### src/design/topk_accuracy_counter_unit_assert.svh
// assertion macros for the top-k accuracy counter
`ifndef TOPK_ACCURACY_COUNTER_UNIT_ASSERT_SVH
`define TOPK_ACCURACY_COUNTER_UNIT_ASSERT_SVH
// property that must hold at every clock edge outside reset
`define TKA_ASSERT(label, prop, msg) \
    label: assert property (@(posedge clk) disable iff (!rst_n) (prop)) else $error(msg);
// implication whose consequent is checked in the cycle after the antecedent
`define TKA_ASSERT_NEXT(label, ante, cons, msg) \
    label: assert property (@(posedge clk) disable iff (!rst_n) (ante) |=> (cons)) \
        else $error(msg);
`endif

### src/design/tka_pkg.sv
// ---------------------------------------------------------------------------
// tka_pkg
// shared types and codes of the top-k accuracy counter
// ---------------------------------------------------------------------------
`default_nettype none
package tka_pkg;
    localparam int FIELD_W = 6;
    localparam int RATIO_W = 17;
    localparam logic [FIELD_W-1:0] TOPK_RESET = 6'd1;
    localparam logic [FIELD_W-1:0] NCLS_RESET = 6'd16;

    typedef enum logic {
        OP_SCORE  = 1'b0,
        OP_REPORT = 1'b1
    } op_t;

    typedef enum logic {
        REG_TOP_K       = 1'b0,
        REG_NUM_CLASSES = 1'b1
    } reg_idx_t;
endpackage
`default_nettype wire

### src/design/tka_divider.sv
// ---------------------------------------------------------------------------
// tka_divider
// restoring divider, one quotient bit per cycle, rounded ratio in Q1.16
// ---------------------------------------------------------------------------
`default_nettype none
module tka_divider #(
    parameter int COUNT_WIDTH = 16
) (
    input  wire logic                        clk,
    input  wire logic                        rst_n,
    input  wire logic                        start,
    input  wire logic [COUNT_WIDTH-1:0]      hits,
    input  wire logic [COUNT_WIDTH-1:0]      total,
    output logic                             busy,
    output logic                             done,
    output logic [tka_pkg::RATIO_W-1:0]      quotient
);
    import tka_pkg::*;

    // dividend = hits*65536 + total/2, at most COUNT_WIDTH+17 bits
    localparam int DW = COUNT_WIDTH + 17;
    localparam int CW = $clog2(DW + 1);

    logic [DW-1:0]          dvd_reg, dvd_next;
    logic [COUNT_WIDTH:0]   rem_reg, rem_next;
    logic [COUNT_WIDTH-1:0] den_reg, den_next;
    logic [DW-1:0]          q_reg, q_next;
    logic [CW-1:0]          cnt_reg, cnt_next;
    logic                   busy_reg, busy_next;
    logic                   done_reg, done_next;
    logic [COUNT_WIDTH+1:0] trial;

    always_comb
    begin
        dvd_next  = dvd_reg;
        rem_next  = rem_reg;
        den_next  = den_reg;
        q_next    = q_reg;
        cnt_next  = cnt_reg;
        busy_next = busy_reg;
        done_next = 1'b0;
        trial     = {rem_reg, dvd_reg[DW-1]};
        if (start)
        begin
            dvd_next  = {1'b0, hits, 16'd0} + DW'(total >> 1);
            rem_next  = '0;
            den_next  = total;
            q_next    = '0;
            cnt_next  = CW'(DW);
            busy_next = 1'b1;
        end
        else if (busy_reg)
        begin
            dvd_next = dvd_reg << 1;
            if (trial >= {2'b00, den_reg})
            begin
                rem_next = (COUNT_WIDTH+1)'(trial - {2'b00, den_reg});
                q_next   = {q_reg[DW-2:0], 1'b1};
            end
            else
            begin
                rem_next = trial[COUNT_WIDTH:0];
                q_next   = {q_reg[DW-2:0], 1'b0};
            end
            cnt_next = cnt_reg - 1'b1;
            if (cnt_reg == CW'(1))
            begin
                busy_next = 1'b0;
                done_next = 1'b1;
            end
        end
    end

    always_ff @(posedge clk or negedge rst_n)
    begin
        if (!rst_n)
        begin
            busy_reg <= 1'b0;
            done_reg <= 1'b0;
            cnt_reg  <= '0;
        end
        else
        begin
            busy_reg <= busy_next;
            done_reg <= done_next;
            cnt_reg  <= cnt_next;
        end
    end

    always_ff @(posedge clk)
    begin
        dvd_reg <= dvd_next;
        rem_reg <= rem_next;
        den_reg <= den_next;
        q_reg   <= q_next;
    end

    assign busy     = busy_reg;
    assign done     = done_reg;
    assign quotient = (den_reg == '0) ? '0 : q_reg[RATIO_W-1:0];
endmodule
`default_nettype wire

### src/design/tka_front.sv
// ---------------------------------------------------------------------------
// tka_front
// input stage: buffers scores of a sample and queues sample and report jobs
// ---------------------------------------------------------------------------
`default_nettype none
module tka_front #(
    parameter int MAX_CLASSES = 16,
    parameter int SCORE_WIDTH = 16
) (
    input  wire logic                        clk,
    input  wire logic                        rst_n,
    input  wire logic                        in_valid,
    output logic                             in_ready,
    input  wire logic                        op,
    input  wire logic [15:0]                 score,
    input  wire logic [tka_pkg::FIELD_W-1:0] label,
    input  wire logic [tka_pkg::FIELD_W-1:0] ncls,
    // job queue towards the back part
    output logic                             job_valid,
    input  wire logic                        job_ready,
    output logic                             job_report,
    output logic [tka_pkg::FIELD_W-1:0]      job_label,
    output logic [tka_pkg::FIELD_W-1:0]      job_ncls,
    // score read port for the rank walk (two banks, ping-pong)
    output logic                             job_bank,
    input  wire logic [$clog2(MAX_CLASSES)-1:0] rd_addr,
    input  wire logic                        rd_bank,
    output logic signed [SCORE_WIDTH-1:0]    rd_data
);
    import tka_pkg::*;

    localparam int AW = $clog2(MAX_CLASSES);

    logic signed [SCORE_WIDTH-1:0] mem0 [MAX_CLASSES];
    logic signed [SCORE_WIDTH-1:0] mem1 [MAX_CLASSES];

    logic [FIELD_W-1:0] pos_reg, pos_next;
    logic [FIELD_W-1:0] lab_reg, lab_next;
    logic               wbank_reg, wbank_next;
    // two-entry job queue, one per bank
    logic [1:0]         qv_reg, qv_next;
    logic [1:0]         qrep_reg, qrep_next;
    logic [FIELD_W-1:0] qlab_reg [2];
    logic [FIELD_W-1:0] qnc_reg [2];
    logic               rd_ptr_reg, rd_ptr_next;
    logic               wr_ptr_reg, wr_ptr_next;

    logic               accept;
    logic [FIELD_W-1:0] pos_eff, cur_lab;
    logic               sample_end;
    logic               push, pop;

    assign pos_eff    = (pos_reg >= FIELD_W'(MAX_CLASSES)) ? '0 : pos_reg;
    assign cur_lab    = (pos_eff == '0) ? label : lab_reg;
    assign sample_end = (FIELD_W+1)'(pos_eff) + 1'b1 >= {1'b0, ncls};
    // the write bank must be free before the sample that fills it may start
    assign in_ready   = !qv_reg[wr_ptr_reg] && !(op == OP_REPORT && qv_reg != 2'b00);
    assign accept     = in_valid && in_ready;
    assign push       = accept && (op == OP_REPORT || sample_end);
    assign pop        = job_valid && job_ready;

    always_comb
    begin
        pos_next    = pos_reg;
        lab_next    = lab_reg;
        wbank_next  = wbank_reg;
        qv_next     = qv_reg;
        qrep_next   = qrep_reg;
        rd_ptr_next = rd_ptr_reg;
        wr_ptr_next = wr_ptr_reg;
        if (pop)
        begin
            qv_next[rd_ptr_reg] = 1'b0;
            rd_ptr_next         = !rd_ptr_reg;
        end
        if (accept)
        begin
            if (op == OP_REPORT)
                pos_next = '0;
            else
            begin
                lab_next = cur_lab;
                pos_next = sample_end ? '0 : pos_eff + 1'b1;
            end
            if (push)
            begin
                qv_next[wr_ptr_reg]   = 1'b1;
                qrep_next[wr_ptr_reg] = (op == OP_REPORT);
                wr_ptr_next           = !wr_ptr_reg;
            end
        end
        wbank_next = wr_ptr_next;
    end

    always_ff @(posedge clk or negedge rst_n)
    begin
        if (!rst_n)
        begin
            pos_reg    <= '0;
            lab_reg    <= '0;
            wbank_reg  <= 1'b0;
            qv_reg     <= '0;
            qrep_reg   <= '0;
            rd_ptr_reg <= 1'b0;
            wr_ptr_reg <= 1'b0;
        end
        else
        begin
            pos_reg    <= pos_next;
            lab_reg    <= lab_next;
            wbank_reg  <= wbank_next;
            qv_reg     <= qv_next;
            qrep_reg   <= qrep_next;
            rd_ptr_reg <= rd_ptr_next;
            wr_ptr_reg <= wr_ptr_next;
        end
    end

    // score kept in its low SCORE_WIDTH bits, sign taken from bit SCORE_WIDTH-1
    always_ff @(posedge clk)
    begin
        if (push)
        begin
            qlab_reg[wr_ptr_reg] <= cur_lab;
            qnc_reg[wr_ptr_reg]  <= ncls;
        end
        if (accept && op == OP_SCORE)
        begin
            if (wr_ptr_reg)
                mem1[pos_eff[AW-1:0]] <= SCORE_WIDTH'(score);
            else
                mem0[pos_eff[AW-1:0]] <= SCORE_WIDTH'(score);
        end
        rd_data <= rd_bank ? mem1[rd_addr] : mem0[rd_addr];
    end

    assign job_valid  = qv_reg[rd_ptr_reg];
    assign job_report = qrep_reg[rd_ptr_reg];
    assign job_label  = qlab_reg[rd_ptr_reg];
    assign job_ncls   = qnc_reg[rd_ptr_reg];
    assign job_bank   = rd_ptr_reg;

    `include "topk_accuracy_counter_unit_assert.svh"
    `TKA_ASSERT(a_queue_order, !(qv_reg == 2'b01 && rd_ptr_reg) && !(qv_reg == 2'b10 && !rd_ptr_reg), "job queue pointers out of order")
    `TKA_ASSERT_NEXT(a_pos_clear, accept && op == OP_REPORT, pos_reg == '0, "position not cleared by report")
    `TKA_ASSERT(a_bank_match, wbank_reg == wr_ptr_reg, "write bank lost track of queue")
endmodule
`default_nettype wire

### src/design/tka_back.sv
// ---------------------------------------------------------------------------
// tka_back
// rank walk over a buffered sample, hit counters and report sequencing
// ---------------------------------------------------------------------------
`default_nettype none
module tka_back #(
    parameter int MAX_CLASSES = 16,
    parameter int SCORE_WIDTH = 16,
    parameter int COUNT_WIDTH = 16
) (
    input  wire logic                        clk,
    input  wire logic                        rst_n,
    input  wire logic [tka_pkg::FIELD_W-1:0] top_k,
    input  wire logic                        job_valid,
    output logic                             job_ready,
    input  wire logic                        job_report,
    input  wire logic [tka_pkg::FIELD_W-1:0] job_label,
    input  wire logic [tka_pkg::FIELD_W-1:0] job_ncls,
    input  wire logic                        job_bank,
    output logic [$clog2(MAX_CLASSES)-1:0]   rd_addr,
    output logic                             rd_bank,
    input  wire logic signed [SCORE_WIDTH-1:0] rd_data,
    output logic                             out_valid,
    input  wire logic                        out_ready,
    output logic [tka_pkg::FIELD_W-1:0]      entry,
    output logic [tka_pkg::RATIO_W-1:0]      ratio,
    output logic                             defined,
    output logic                             last
);
    import tka_pkg::*;

    localparam int AW = $clog2(MAX_CLASSES);
    localparam logic [COUNT_WIDTH-1:0] CMAX = '1;

    typedef enum logic [6:0] {
        S_IDLE = 7'b0000001,
        S_OWN  = 7'b0000010,
        S_WALK = 7'b0000100,
        S_TALLY= 7'b0001000,
        S_DIV  = 7'b0010000,
        S_WAIT = 7'b0100000,
        S_OUT  = 7'b1000000
    } state_t;

    state_t             st_reg, st_next;
    logic [COUNT_WIDTH-1:0] hits_reg [MAX_CLASSES];
    logic [COUNT_WIDTH-1:0] tot_reg  [MAX_CLASSES];
    logic [COUNT_WIDTH-1:0] ohits_reg, ohits_next;
    logic [COUNT_WIDTH-1:0] ocnt_reg, ocnt_next;
    logic [FIELD_W-1:0] lab_reg, lab_next;
    logic [FIELD_W-1:0] nc_reg, nc_next;
    logic               bank_reg, bank_next;
    logic [FIELD_W:0]   j_reg, j_next;       // walk index, one ahead of data
    logic [FIELD_W:0]   jd_reg, jd_next;     // index of the score in rd_data
    logic [FIELD_W-1:0] rank_reg, rank_next;
    logic signed [SCORE_WIDTH-1:0] own_reg, own_next;
    logic [FIELD_W-1:0] ent_reg, ent_next;   // report entry being computed
    logic               last_reg, last_next;
    logic               def_reg, def_next;
    logic [RATIO_W-1:0] ratio_reg, ratio_next;
    logic               ov_reg, ov_next;

    logic               div_start, div_busy, div_done;
    logic [COUNT_WIDTH-1:0] div_hits, div_tot;
    logic [RATIO_W-1:0] div_q;
    logic               lab_ok, hit;
    logic [AW-1:0]      lab_idx, cls_idx;

    assign lab_idx = lab_reg[AW-1:0];
    assign cls_idx = AW'(ent_reg - 1'b1);
    assign lab_ok  = lab_reg < nc_reg;
    assign hit     = rank_reg < top_k;

    tka_divider #(.COUNT_WIDTH(COUNT_WIDTH)) u_div (
        .clk(clk), .rst_n(rst_n), .start(div_start), .hits(div_hits),
        .total(div_tot), .busy(div_busy), .done(div_done), .quotient(div_q)
    );

    assign div_hits = (ent_reg == '0) ? ohits_reg : hits_reg[cls_idx];
    assign div_tot  = (ent_reg == '0) ? ocnt_reg  : tot_reg[cls_idx];

    always_comb
    begin
        st_next    = st_reg;
        ohits_next = ohits_reg;
        ocnt_next  = ocnt_reg;
        lab_next   = lab_reg;
        nc_next    = nc_reg;
        bank_next  = bank_reg;
        j_next     = j_reg;
        jd_next    = jd_reg;
        rank_next  = rank_reg;
        own_next   = own_reg;
        ent_next   = ent_reg;
        last_next  = last_reg;
        def_next   = def_reg;
        ratio_next = ratio_reg;
        ov_next    = ov_reg;
        job_ready  = 1'b0;
        div_start  = 1'b0;
        rd_bank    = bank_reg;
        rd_addr    = j_reg[AW-1:0];
        if (ov_reg && out_ready)
            ov_next = 1'b0;
        unique case (st_reg)
            S_IDLE:
            begin
                if (job_valid)
                begin
                    job_ready = 1'b1;
                    lab_next  = job_label;
                    nc_next   = job_ncls;
                    bank_next = job_bank;
                    if (job_report)
                    begin
                        ent_next = '0;
                        st_next  = S_DIV;
                    end
                    else
                    begin
                        rd_bank = job_bank;
                        rd_addr = job_label[AW-1:0];
                        st_next = S_OWN;
                    end
                end
            end
            S_OWN:
            begin
                // own score arrives; start the walk
                own_next  = rd_data;
                rank_next = '0;
                j_next    = (FIELD_W+1)'(1);
                jd_next   = '0;
                rd_addr   = '0;
                st_next   = lab_ok ? S_WALK : S_IDLE;
            end
            S_WALK:
            begin
                if (jd_reg != {1'b0, lab_reg} &&
                    (rd_data > own_reg || (rd_data == own_reg && jd_reg > {1'b0, lab_reg})))
                    rank_next = rank_reg + 1'b1;
                jd_next = jd_reg + 1'b1;
                j_next  = j_reg + 1'b1;
                if (jd_reg + 1'b1 >= {1'b0, nc_reg})
                    st_next = S_TALLY;
            end
            S_TALLY:
            begin
                if (ocnt_reg != CMAX) ocnt_next = ocnt_reg + 1'b1;
                if (hit && ohits_reg != CMAX) ohits_next = ohits_reg + 1'b1;
                st_next = S_IDLE;
            end
            S_DIV:
            begin
                if (!ov_reg || out_ready)
                begin
                    div_start = 1'b1;
                    st_next   = S_WAIT;
                end
            end
            S_WAIT:
            begin
                if (div_done)
                begin
                    ratio_next = div_q;
                    def_next   = div_tot != '0;
                    last_next  = (ent_reg == nc_reg);
                    st_next    = S_OUT;
                end
            end
            S_OUT:
            begin
                if (!ov_reg)
                begin
                    ov_next = 1'b1;
                    if (last_reg)
                    begin
                        ohits_next = '0;
                        ocnt_next  = '0;
                        st_next    = S_IDLE;
                    end
                    else
                    begin
                        ent_next = ent_reg + 1'b1;
                        st_next  = S_DIV;
                    end
                end
            end
            default: st_next = S_IDLE;
        endcase
    end

    always_ff @(posedge clk or negedge rst_n)
    begin
        if (!rst_n)
        begin
            st_reg    <= S_IDLE;
            ohits_reg <= '0;
            ocnt_reg  <= '0;
            ov_reg    <= 1'b0;
            for (int i = 0; i < MAX_CLASSES; i++)
            begin
                hits_reg[i] <= '0;
                tot_reg[i]  <= '0;
            end
        end
        else
        begin
            st_reg    <= st_next;
            ohits_reg <= ohits_next;
            ocnt_reg  <= ocnt_next;
            ov_reg    <= ov_next;
            if (st_reg == S_TALLY)
            begin
                if (tot_reg[lab_idx] != CMAX)
                    tot_reg[lab_idx] <= tot_reg[lab_idx] + 1'b1;
                if (hit && hits_reg[lab_idx] != CMAX)
                    hits_reg[lab_idx] <= hits_reg[lab_idx] + 1'b1;
            end
            if (st_reg == S_OUT && !ov_reg && last_reg)
                for (int i = 0; i < MAX_CLASSES; i++)
                begin
                    hits_reg[i] <= '0;
                    tot_reg[i]  <= '0;
                end
        end
    end

    always_ff @(posedge clk)
    begin
        lab_reg   <= lab_next;
        nc_reg    <= nc_next;
        bank_reg  <= bank_next;
        j_reg     <= j_next;
        jd_reg    <= jd_next;
        rank_reg  <= rank_next;
        own_reg   <= own_next;
        ent_reg   <= ent_next;
        last_reg  <= last_next;
        def_reg   <= def_next;
        ratio_reg <= ratio_next;
    end

    // output register, loaded on the beat that the sequencer hands over
    logic [FIELD_W-1:0] oent_reg;
    logic [RATIO_W-1:0] orat_reg;
    logic               odef_reg, olast_reg;
    always_ff @(posedge clk)
    begin
        if (st_reg == S_OUT && !ov_reg)
        begin
            oent_reg  <= ent_reg;
            orat_reg  <= ratio_reg;
            odef_reg  <= def_reg;
            olast_reg <= last_reg;
        end
    end

    assign out_valid = ov_reg;
    assign entry     = oent_reg;
    assign ratio     = orat_reg;
    assign defined   = odef_reg;
    assign last      = olast_reg;

    `include "topk_accuracy_counter_unit_assert.svh"
    `TKA_ASSERT(a_hits_le_count, ohits_reg <= ocnt_reg, "overall hits above sample count")
    `TKA_ASSERT(a_ratio_range, !out_valid || orat_reg <= RATIO_W'(65536), "ratio above one")
    `TKA_ASSERT_NEXT(a_div_once, div_start, div_busy, "divider did not start")
endmodule
`default_nettype wire

### src/design/topk_accuracy_counter_unit.sv
// ---------------------------------------------------------------------------
// topk_accuracy_counter_unit
// top-k classification accuracy counter with Q1.16 report
// ---------------------------------------------------------------------------
// input channel: in_valid/in_ready with op, score, label; a sample is
//   num_classes score beats, the label taken from the first one
// output channel: out_valid/out_ready with entry, ratio, defined, last;
//   a report beat yields 1 + classes results, overall first
// config channel: cfg_valid/cfg_ready, cfg_index 0 = top_k, 1 = num_classes;
//   always ready, write only while idle
// throughput: score beats are taken one per cycle into a two-bank buffer
//   while the write bank is free; the rank walk of a sample overlaps
//   filling of the other bank, so in a steady stream of samples the walk
//   is the bottleneck
// report: each result in turn passes through a bit-serial divider and
//   then the output register; a new division starts only after the
//   previous result is loaded into the output register
// reset: counters, position and config registers return to their
//   reset values at once; no clearing pass
// stall: a held output beat stops the report sequencer; the input side
//   keeps filling a free bank until the job queue is full
// ---------------------------------------------------------------------------
`default_nettype none
module topk_accuracy_counter_unit #(
    parameter int MAX_CLASSES = 16,
    parameter int SCORE_WIDTH = 16,
    parameter int COUNT_WIDTH = 16
) (
    input  wire logic                        clk,
    input  wire logic                        rst_n,
    input  wire logic                        cfg_valid,
    output logic                             cfg_ready,
    input  wire logic                        cfg_index,
    input  wire logic [5:0]                  cfg_data,
    input  wire logic                        in_valid,
    output logic                             in_ready,
    input  wire logic                        op,
    input  wire logic [15:0]                 score,
    input  wire logic [5:0]                  label,
    output logic                             out_valid,
    input  wire logic                        out_ready,
    output logic [5:0]                       entry,
    output logic [16:0]                      ratio,
    output logic                             defined,
    output logic                             last
);
    import tka_pkg::*;

    localparam int AW = $clog2(MAX_CLASSES);

    logic [FIELD_W-1:0] topk_reg, ncls_reg;
    logic [FIELD_W-1:0] ncls_sat;

    // config registers, always ready
    assign cfg_ready = 1'b1;
    always_ff @(posedge clk or negedge rst_n)
    begin
        if (!rst_n)
        begin
            topk_reg <= TOPK_RESET;
            ncls_reg <= NCLS_RESET;
        end
        else if (cfg_valid)
        begin
            unique case (reg_idx_t'(cfg_index))
                REG_TOP_K:       topk_reg <= cfg_data;
                REG_NUM_CLASSES: ncls_reg <= cfg_data;
                default:         ;
            endcase
        end
    end

    // classes in use, clamped to 2..MAX_CLASSES
    assign ncls_sat = (ncls_reg < FIELD_W'(2)) ? FIELD_W'(2) :
                      (ncls_reg > FIELD_W'(MAX_CLASSES)) ? FIELD_W'(MAX_CLASSES) : ncls_reg;

    logic               job_valid, job_ready, job_report, job_bank, rd_bank;
    logic [FIELD_W-1:0] job_label, job_ncls;
    logic [AW-1:0]      rd_addr;
    logic signed [SCORE_WIDTH-1:0] rd_data;

    tka_front #(.MAX_CLASSES(MAX_CLASSES), .SCORE_WIDTH(SCORE_WIDTH)) u_front (
        .clk(clk), .rst_n(rst_n), .in_valid(in_valid), .in_ready(in_ready),
        .op(op), .score(score), .label(label), .ncls(ncls_sat),
        .job_valid(job_valid), .job_ready(job_ready), .job_report(job_report),
        .job_label(job_label), .job_ncls(job_ncls), .job_bank(job_bank),
        .rd_addr(rd_addr), .rd_bank(rd_bank), .rd_data(rd_data)
    );

    tka_back #(.MAX_CLASSES(MAX_CLASSES), .SCORE_WIDTH(SCORE_WIDTH),
               .COUNT_WIDTH(COUNT_WIDTH)) u_back (
        .clk(clk), .rst_n(rst_n), .top_k(topk_reg),
        .job_valid(job_valid), .job_ready(job_ready), .job_report(job_report),
        .job_label(job_label), .job_ncls(job_ncls), .job_bank(job_bank),
        .rd_addr(rd_addr), .rd_bank(rd_bank), .rd_data(rd_data),
        .out_valid(out_valid), .out_ready(out_ready), .entry(entry),
        .ratio(ratio), .defined(defined), .last(last)
    );

    `include "topk_accuracy_counter_unit_assert.svh"
    `TKA_ASSERT(a_ncls_range, ncls_sat >= FIELD_W'(2) && ncls_sat <= FIELD_W'(MAX_CLASSES), "class count out of range")
    `TKA_ASSERT_NEXT(a_out_hold, out_valid && !out_ready, out_valid && $stable(entry), "result dropped under stall")
    `TKA_ASSERT(a_cfg_ready, cfg_ready, "config port not ready")
endmodule
`default_nettype wire
### config.mk
export PLATFORM = sky130hd
export DESIGN_NAME = topk_accuracy_counter_unit
export DESIGN_NICKNAME = d
export VERILOG_FILES = /design/src/design/tka_pkg.sv /design/src/design/tka_divider.sv /design/src/design/tka_front.sv /design/src/design/tka_back.sv /design/src/design/topk_accuracy_counter_unit.sv
export VERILOG_INCLUDE_DIRS = /design/src /design/src/design
export SDC_FILE = /design/constraint.sdc
export NUM_CORES = 2
export LEC_CHECK = 0
export BUFFER_PORTS_ARGS = -buffer_cell sky130_fd_sc_hd__clkbuf_2
export CAP_MARGIN = 40
export CORE_ASPECT_RATIO = 0.5
export CORE_UTILIZATION = 25
export DETAILED_ROUTE_END_ITERATION = 7
export GPL_TIMING_DRIVEN = 1
export HOLD_SLACK_MARGIN = 0.02
export PLACE_DENSITY = 0.46
export SYNTH_ARGS = -nofsm -noshare
export SYNTH_HDL_FRONTEND = slang
export SYNTH_SLANG_ARGS = --single-unit
### constraint.sdc
create_clock -name clk -period 6.3 [get_ports clk]
set_clock_uncertainty 0.05 [all_clocks]
set_input_delay 1.26 -clock clk [delete_from_list [all_inputs] [get_ports clk]]
set_output_delay 1.26 -clock clk [all_outputs]
set_load 0.02 [all_outputs]
==> metrics.cfg <==
[sta]
slew_viol_final = 0
rsz0062_at_grt = false
tightest_slew_ns = 0.984
max_slew_margin = 0.339
clock.fmax_mhz = 188
setup_tns_ns = 0
hold_viol_final = 0
setup_viol = 0
period_share = 0.842
finalWorstSetupSlack_ns = 0.994
min_period_ns = 5.31

[detailed_routing]
drtPass1Iterations = 7
via_per_inst = 4.87
drtAntennaViolNets = 0
wl_per_cell_um = 22.6
dr_total_vias = 42200
drt_iter0_markers = 3541
drc = 0
routed_wl_um = 195000

[critical_path]
critPathLaunchType = register
reg2regPathDepth = 9
critPathSlowestCell = a2111oi_0
critPathCaptureType = register
rr_startpoint = u_back.st_reg[3]
crit_family = simple AND/OR/NAND/NOR gates
path_class = reg -> reg
worstPathRequired_ns = 6.98
cp.arrival_ns = 5.98
path_cells = nor4_1 -> and4bb_2 -> nand3_1 -> mux2_4 -> buf_12 -> and2_1 -> a2111oi_0 -> buf_2 -> nor4b_1
rrSetupSlack_ns = 0.99
crit_fanout = 93
worst-path-buf-inv = 2
rr_endpoint = u_front.rd_data[14]
slowest_delay_ns = 0.96

[place]
dpl.hpwl_um = 118000
dp_cells = 8413
dp_slack_ns = 1.10
port_buffers = 61
placed_area_um2 = 68100
place_congestion = 0.772

[global_route]
grt_util_met1 = 0.216
top_usage_layer = met2
grt_use_met3 = 0.0267
grt_pass1_wl_um = 292000
overflow = 0
grt_start_max_net_pins = 178
antenna_found_initial = 6
gr-usage-met2 = 0.240
grt_usage = 0.151
grt_pass1_vias = 41900

[clock_network]
cts_hold_buf = 0
clk_pin_slew_ns = 0.07
cts-root-buf = clkbuf_16
cts_resized = 0
clock_sinks = 1321
cts.path.max_buffers = 4
cts_buffers = 144
htreeDepth = 4
postCtsSetupRepairBufs = 0
clk_latency_ns = 0.82
tritoncts = yes

[layout]
nNetsFinal = 5332
layout-drive-gt1-share = 0.165
syn_to_final_growth_pct = 15.1
final_area_um2 = 72700
diodes = 0
fin_cells = 8660

[status]
status = finished, final reports clean

[die]
core_region_area_um2 = 249000
fp.dieH_um = 357
start_util = 0.253
fp.dieW_um = 713
die_area_um2 = 255000
rows = 129
ioPinCount = 63

[yosys]
ys_ff_latch = 1321
avgSynthCellArea_um2 = 12.1
synth_top_flop_cell = edfxtp_1
seq_area_frac_synth = 0.574
synth-edff-count = 681
async_reset_ff_frac = 0.447
syn_area_um2 = 63100
yosysUniqueCellTypes = 89
netlist_instances = 5212
yosysWarnings = 0

[power]
cellPowerDensity_nw_per_um2 = 250
p_leak_nw = 27.7
total_power_mw = 18.2
ir_drop_v = 0.000176

[worst_hold_path]
whs_path_depth = 0
hp-start = u_back.ratio_reg[7]
hold_end = u_back.ratio[7]
hold_path.class = reg -> reg

[flow_run]
drv_cap = 0

per-layer routing:
| metal | vias to the layer above | wire, um |
|---|---|---|
| li1 | 19300 | - |
| met1 | 21600 | 91900 |
| met2 | 1069 | 88900 |
| met3 | 260 | 10500 |
| met4 | 2 | 4050 |
| met5 | - | 13 |
cells in the mapped netlist (all sizes together) (6+ instances only):
cell type / n / area [um^2]
a21oi: 267 / 1340
clkbuf: 232 / 876
a22oi: 52 / 390
o22ai: 29 / 181
nor3: 19 / 106
nand3: 178 / 891
nor2b: 47 / 294
o2bb2ai: 24 / 210
nand2b: 24 / 150
nor4: 54 / 633
mux2: 31 / 349
a31oi: 86 / 538
and3: 90 / 563
nand2: 702 / 2650
xnor2: 48 / 420
a22o: 6 / 52.6
nand4: 26 / 184
or4: 8 / 63.8
a221oi: 7 / 80.1
o21ai: 304 / 1520
mux4: 257 / 5800
dfrtp: 587 / 14700
o21a: 11 / 82.6
ha: 76 / 951
inv: 107 / 402
buf: 174 / 1130
dfxtp: 50 / 1000
xor2: 47 / 412
a211oi: 244 / 2150
edfxtp: 681 / 20400
and4: 6 / 52.6
a21o: 21 / 158
mux2i: 172 / 1720
and2: 72 / 450
nor2: 403 / 1510
power by group:
group / internal, mW / switching, mW
sequential: 9.15 / 0.0326
combinational: 0.134 / 0.317
clock: 4.92 / 3.65
total: 14.2 / 4.00
layout by cell type (no fill, tap or decap), types with 23 or more instances in the layout:
master     Yosys  routed
a211oi_1     181     181
a211oi_2      63      63
a21oi_1      267     267
a22oi_1       52      52
a31oi_1       86      86
and2_1        71      70
and3_1        90      90
buf_12         5      26
buf_4         17     130
buf_8          3      28
clkbuf_1     230      39
clkbuf_16      0     147
clkbuf_2       1      60
dfrtp_1      587     586
dfxtp_1       50      50
edfxtp_1     681     681
ha_1          76      75
inv_1        107     107
mux2_2        31      29
mux2i_1      172     170
mux4_2       252     252
nand2_1      695     694
nand2b_1      24      23
nand3_1      178     178
nand4_1       24      24
nor2_1       403     398
nor2b_1       47      45
nor4_1        32      23
o21ai_0      243     242
o21ai_1       61      60
o22ai_1       29      29
o2bb2ai_1     24      24
xnor2_1       48      47
xor2_1        47      46
worst max path at each step:
| stage | to | slack, ns | start | cells past startpoint |
|---|---|---|---|---|
| finish | u_front.rd_data[14] | 0.99 | u_back.st_reg[3] | 9 |
| global route | u_front.rd_data[14] | 0.79 | u_back.st_reg[3] | 9 |
| CTS | u_front.rd_data[14] | 1.07 | u_back.st_reg[3] | 9 |
| detailed placement | u_front.rd_data[14] | 1.10 | u_back.st_reg[3] | 9 |
| global placement | u_front.rd_data[14] | 0.94 | u_back.st_reg[3] | 8 |
| floorplan | u_back.def_reg | 1.11 | u_back.ent_reg[0] | 18 |
final cells by class:
class,instances,area [um^2]
fillers,25400,176000
flip-flops and latches,1321,36200
multi-input cells,3379,24700
well taps,3340,4180
clock buffers,201,4030
repair buffers,266,2570
clock inverters,45,531
inverters,108,405
through the flow:
stage | hold WS [ns] | utilization
6_report | 0.368 | 0.292
5_1_grt | 0.373 | 0.292
4_1_cts | 0.371 | 0.292
3_5_place_dp | 0.356 | 0.273
3_3_place_gp | 0.355 | 0.270
2_1_floorplan | 0.350 | -
cells by family after synthesis:
logic type / synth area share
compound gates: 0.111
xor+xnor: 0.0132
fa+ha+maj: 0.0154
buf+inv: 0.0383
flops: 0.574
mux: 0.125
other cells: 0.000119
simple gates: 0.123
(Power assumes the default switching activity.)
